**src/hdl/ccdfc_pkg.sv**
```systemverilog
// Shared types and constants for the CCD frame calibration block.
`default_nettype none
package ccdfc_pkg;

  // Configuration register indexes.
  localparam logic [2:0] REG_GAIN0   = 3'd0;
  localparam logic [2:0] REG_GAIN1   = 3'd1;
  localparam logic [2:0] REG_GAIN2   = 3'd2;
  localparam logic [2:0] REG_OFFSETS = 3'd3;
  localparam logic [2:0] REG_SIZES   = 3'd4;
  localparam logic [2:0] REG_MODE    = 3'd5;
  localparam logic [2:0] REG_MAXS    = 3'd6;

  // Mode register bits.
  localparam int MODE_DARK  = 0;
  localparam int MODE_FLAT  = 1;
  localparam int MODE_MULTI = 2;

  // Number of quotient bits produced by the lane divider.
  localparam int QUOT_BITS = 32;

  // Per-lane calibration settings.
  typedef struct packed {
    logic               dark_en;
    logic               flat_en;
    logic signed [31:0] gain;
    logic signed [19:0] off;
    logic [15:0]        maxv;
  } lane_cfg_t;

  // Crop window decision for the current input pixel.
  typedef struct packed {
    logic        keep;
    logic        last;
    logic [15:0] row;
    logic [15:0] col;
  } win_t;

  // Lane sequencer states.
  typedef enum logic [2:0] {
    LS_IDLE,
    LS_DIV,
    LS_SIGN,
    LS_MULLO,
    LS_MULHI,
    LS_SUM,
    LS_CLAMP,
    LS_DONE
  } lane_state_t;

endpackage
`default_nettype wire

```
**src/hdl/ccdfc_lane.sv**
```systemverilog
// One calibration lane: dark subtract, flat divide, gain, offset, round and clamp.
`default_nettype none
module ccdfc_lane (
  input  wire logic                clk,
  input  wire logic                rst,
  input  wire logic                start,
  input  wire logic                ack,
  input  wire ccdfc_pkg::lane_cfg_t cfg,
  input  wire logic [15:0]         raw,
  input  wire logic [15:0]         dark,
  input  wire logic [15:0]         flat,
  output logic                     done,
  output logic [15:0]              value
);
  import ccdfc_pkg::*;

  lane_state_t state, state_next;

  logic [4:0]          step;
  logic [15:0]         flat_r;
  logic                neg;
  logic                pos;
  logic                zflat;
  logic [15:0]         rem;
  logic [31:0]         qd;
  logic signed [32:0]  q;
  logic signed [49:0]  plo;
  logic signed [47:0]  phi;
  logic signed [34:0]  v;

  logic signed [16:0]  d;
  logic [15:0]         mag;
  logic [16:0]         trial;
  logic                ge;
  logic signed [17:0]  mop;
  logic signed [49:0]  prod;
  logic signed [66:0]  total;

  // Difference and its magnitude.
  always_comb begin
    d     = $signed({1'b0, raw}) - (cfg.dark_en ? $signed({1'b0, dark}) : 17'sd0);
    mag   = d[16] ? 16'(-d) : d[15:0];
    trial = {rem, qd[31]};
    ge    = trial >= {1'b0, flat_r};
    mop   = (state == LS_MULLO) ? $signed({1'b0, q[16:0]}) : 18'($signed(q[32:17]));
    prod  = 50'(cfg.gain) * 50'(mop);
    total = (67'(phi) <<< 17) + 67'(plo) + (67'(cfg.off) <<< 30) + (67'sd1 <<< 31);
  end

  // Sequencer state register.
  always_ff @(posedge clk) begin
    if (rst) begin
      state <= LS_IDLE;
    end else begin
      state <= state_next;
    end
  end

  // Next state and done flag.
  always_comb begin
    state_next = state;
    done       = 1'b0;
    case (state)
      LS_IDLE:  if (start) state_next = cfg.flat_en ? LS_DIV : LS_SIGN;
      LS_DIV:   if (step == 5'(QUOT_BITS - 1)) state_next = LS_SIGN;
      LS_SIGN:  state_next = LS_MULLO;
      LS_MULLO: state_next = LS_MULHI;
      LS_MULHI: state_next = LS_SUM;
      LS_SUM:   state_next = LS_CLAMP;
      LS_CLAMP: state_next = LS_DONE;
      LS_DONE: begin
        done = 1'b1;
        if (ack) state_next = LS_IDLE;
      end
      default:  state_next = LS_IDLE;
    endcase
  end

  // Datapath: restoring divider one bit a cycle, then a shared 32x18 multiplier.
  always_ff @(posedge clk) begin
    case (state)
      LS_IDLE: begin
        neg    <= d[16];
        pos    <= !d[16] && (mag != 16'd0);
        zflat  <= cfg.flat_en && (flat == 16'd0);
        flat_r <= flat;
        rem    <= 16'd0;
        step   <= 5'd0;
        qd     <= {mag, 16'd0};
      end
      LS_DIV: begin
        rem  <= ge ? 16'(trial - {1'b0, flat_r}) : trial[15:0];
        qd   <= {qd[30:0], ge};
        step <= step + 5'd1;
      end
      LS_SIGN:  q   <= neg ? -$signed({1'b0, qd}) : $signed({1'b0, qd});
      LS_MULLO: plo <= prod;
      LS_MULHI: phi <= prod[47:0];
      LS_SUM:   v   <= total[66:32];
      LS_CLAMP: begin
        if (zflat) begin
          value <= pos ? cfg.maxv : 16'd0;
        end else if (v < 35'sd0) begin
          value <= 16'd0;
        end else if (v > $signed({19'd0, cfg.maxv})) begin
          value <= cfg.maxv;
        end else begin
          value <= v[15:0];
        end
      end
      default: ;
    endcase
  end

endmodule
`default_nettype wire

```
**config.mk**
```make
export PLATFORM = sky130hd
export DESIGN_NAME = ccdfc_lane
export DESIGN_NICKNAME = d
export VERILOG_FILES = /design/src/hdl/ccdfc_pkg.sv /design/src/hdl/ccdfc_lane.sv
export SDC_FILE = /design/constraint.sdc
export NUM_CORES = 2
export LEC_CHECK = 0
export BUFFER_PORTS_ARGS = -buffer_cell sky130_fd_sc_hd__buf_2
export CORE_ASPECT_RATIO = 2
export CORE_MARGIN = 2
export CORE_UTILIZATION = 70
export DETAILED_ROUTE_END_ITERATION = 10
export PLACE_DENSITY = 0.89
export SYNTH_ARGS = -nofsm -noshare
export SYNTH_HDL_FRONTEND = slang
export SYNTH_SLANG_ARGS = --single-unit
```
**constraint.sdc**
```tcl
create_clock -name clk -period 20.8 [get_ports clk]
set_input_delay 4.16 -clock clk [delete_from_list [all_inputs] [get_ports clk]]
set_output_delay 4.16 -clock clk [all_outputs]
set_load 0.01 [all_outputs]
```
==> reports/summary.txt <==
GP Congestion - 0.920
Synth Flop Type - edfxtp_1
max incr delay on CP - 0.76 ns
CP required - 21.07 ns
commonest non-fill, non-tap cell in the layout - inv_1
Worst R2R Setup Slack - 10.75 ns
Synth area leader - fa_1
Clock Pin Slew Worst Setup and Hold Paths - 0.07 ns
R2R Path Start - state[0]$_SDFFE_PP0P_
number of synthesis warnings - 0
Hold WS - 0.598 ns
Std-Cell Rows - 115
Final Hold Violating Endpoints - 0
CTS Hold Bufs - 0
Worst Clk Skew - 0.0250 ns
CTS tree - done
setup TNS - 0 ns
r2r endpoint - plo[49]$_DFFE_PN_
ANT nets after route - 0
Crit. End Element - flip-flop
number of global-route vias before repair - 27,700
Post-synth EDFFs - 237
Tmin final - 10.44 ns
largest net degree at the start of global routing - 70
Num Clock Sinks - 240
clock latency on the worst-skew pair - 0.54 ns
area grow syn2layout - 6.00%
total gr overflow - 0
Max-cap violations - 0
largest cells by area after synthesis - fa_1, edfxtp_1, ha_1, inv_1, nand2_1
Final nets - 4,544
Worst path slowest cell - fa_1
worst-path fanout max - 18
Core Box Area - 0.0489 sq mm
Via density - 6.09
post-synthesis cell type count - 72
CTS root buf - clkbuf_16
Top-Level Pins - 139
fin. max-slew vios - 0
worst-margin pin slew - 1.10 ns
Die Area - 0.0511 sq mm
headroom to the max-slew limit - 26.4%
Avg Inst Size Synth - 9.86 sq um
CP startpoint - cfg[67]
fmax - 95.8 MHz
register area share after synthesis - 20.8%
Post-Synthesis Cells - 3,490
Mapped Nets - 4,480
R2R depth - 26
asr flop ratio synth - 0%
flops & latches, synth - 240
worst-case clock buffer depth - 3
worst path cell trace - buf_2 > and2_1 > fa_1 > fa_1 > ha_1 > inv_1 > fa_1 > inv_1 > fa_1 > inv_1 > fa_1 > inv_1 > ha_1 > a21o_1 > a21o_1 > a21o_1 > a21oi_1 > o21ai_0 > a21o_1 > a221o_1 > a21oi_1 > xnor2_1
outcome - completed
PortBufs - 138
CTS H-Tree Depth - 1
Worst path most repeated cell - fa_1
CTS Buf Count - 25
critical setup path kind - input port to flip-flop
Die W - 161 microns
Vias - 25,700
Post-CTS Repair Setup Buffers - 0
Final Cycle Share - 50.2%
# setup viols final - 0
diode count - 0
DRT Wirelength - 86,900 microns
Initial Util - 70.4%
die height - 318 microns
layout cells sized above 1 - 6.61%
top cell type's share of synthesized area - 34.3%
CP Launch Type - input port
initial antenna violation count - 0
post_cts resized - 0
gr usage total - 34.9%
first-pass GRT wire length - 140,000 microns
DRT iter0 DRCs - 2,322
Pre-antenna DRT Iters - 8
RSZ-0062 raised after global routing - false
crit path to - plo[49]$_DFFE_PN_
HP Class - flip-flop to flip-flop
wire per inst - 20.6 microns
DRC - 0
synthesized cell area - 0.0344 sq mm
Critical Path AT - 10.71 ns
most frequent cells in the layout - inv_1, fa_1, nand2_1
post-DP HPWL - 66,700 microns
## per-stage QoR
step           setup WS [ns]  cell area (sq um)  std cells  util, %
3_3_place_gp           10.08              35700       4170     72.9
4_1_cts                10.41              36500       4216     74.6
2_1_floorplan          10.28              34400       3490        -
5_1_grt                10.05              36500       4216     74.6
6_report               10.36              36500       4216     74.6
3_5_place_dp            9.95              35700       4170     72.9
## Yosys cell counts (all sizes together), types with 24 or more instances
cell    number
ha         278
nand3       24
clkbuf     115
a21oi      106
and2       233
o21ai       58
edfxtp     237
fa         590
a21o        46
nand2      450
nor3        38
xnor2      118
inv        700
and3        43
nor2       144
xor2        33
## cell families after synthesis
group | count (synthesis) | share of synthesized area [%]
adder cells (fa/ha/maj) | 868 | 44.4
buffers and inverters | 826 | 9.04
AO/OA/AOI/OAI | 360 | 6.93
multiplexers | 14 | 0.407
flip-flops | 240 | 20.8
AND/OR/NAND/NOR | 1031 | 14.5
XOR/XNOR | 151 | 3.86
## per-layer routing
metal  global-route usage, %  share of wire [%]
met1                    41.4                 34
met2                    60.4                 51
met3                    5.05                8.0
met4                    20.2                7.1
met5                       0                  0
## final cells by class
cell class,instances,area [sq um]
Multi-Input combinational cell,2424,24200
Clock inverter,18,195
Timing Repair Buffer,162,871
Inverter,701,2630
Fill cell,3086,12400
Clock buffer,28,637
Sequential cell,240,7180
Tap cell,643,805
## critical path: cells and delay by family
kind	cells	cell delay, ns
AND/OR/NAND/NOR	1	0.25
XOR/XNOR	1	0.11
buffers and inverters	5	0.65
adder cells (fa/ha/maj)	7	3.82
AO/OA/AOI/OAI	8	1.70
## how the worst min path moves through the flow
stage / start / endpoint / slack [ns] / cells past startpoint
after detailed placement: qd[0]$_SDFFCE_PN0P_ / q[0]$_DFFE_PP_ / 0.54 / 0
after global placement: qd[0]$_SDFFCE_PN0P_ / q[0]$_DFFE_PP_ / 0.56 / 0
after CTS: qd[0]$_SDFFCE_PN0P_ / q[0]$_DFFE_PP_ / 0.59 / 0
after floorplan: qd[0]$_SDFFCE_PN0P_ / q[0]$_DFFE_PP_ / 0.48 / 0
final: rem[4]$_SDFFCE_PN0P_ / rem[5]$_SDFFCE_PN0P_ / 0.60 / 2
after global routing: qd[0]$_SDFFCE_PN0P_ / q[0]$_DFFE_PP_ / 0.62 / 0
## sequential cells by signal, indices dropped and copies added, names as in the netlist
signal,count
value,16
v,35
qd,32
plo,33
flat_r,16
step,5
pos,1
rem,16
zflat,1
state,3
phi,48
q,33
neg,1
Power is left out: the tool's default activity adds up to more than one toggle a clock period on the data nets, which glitch-free logic cannot reach.
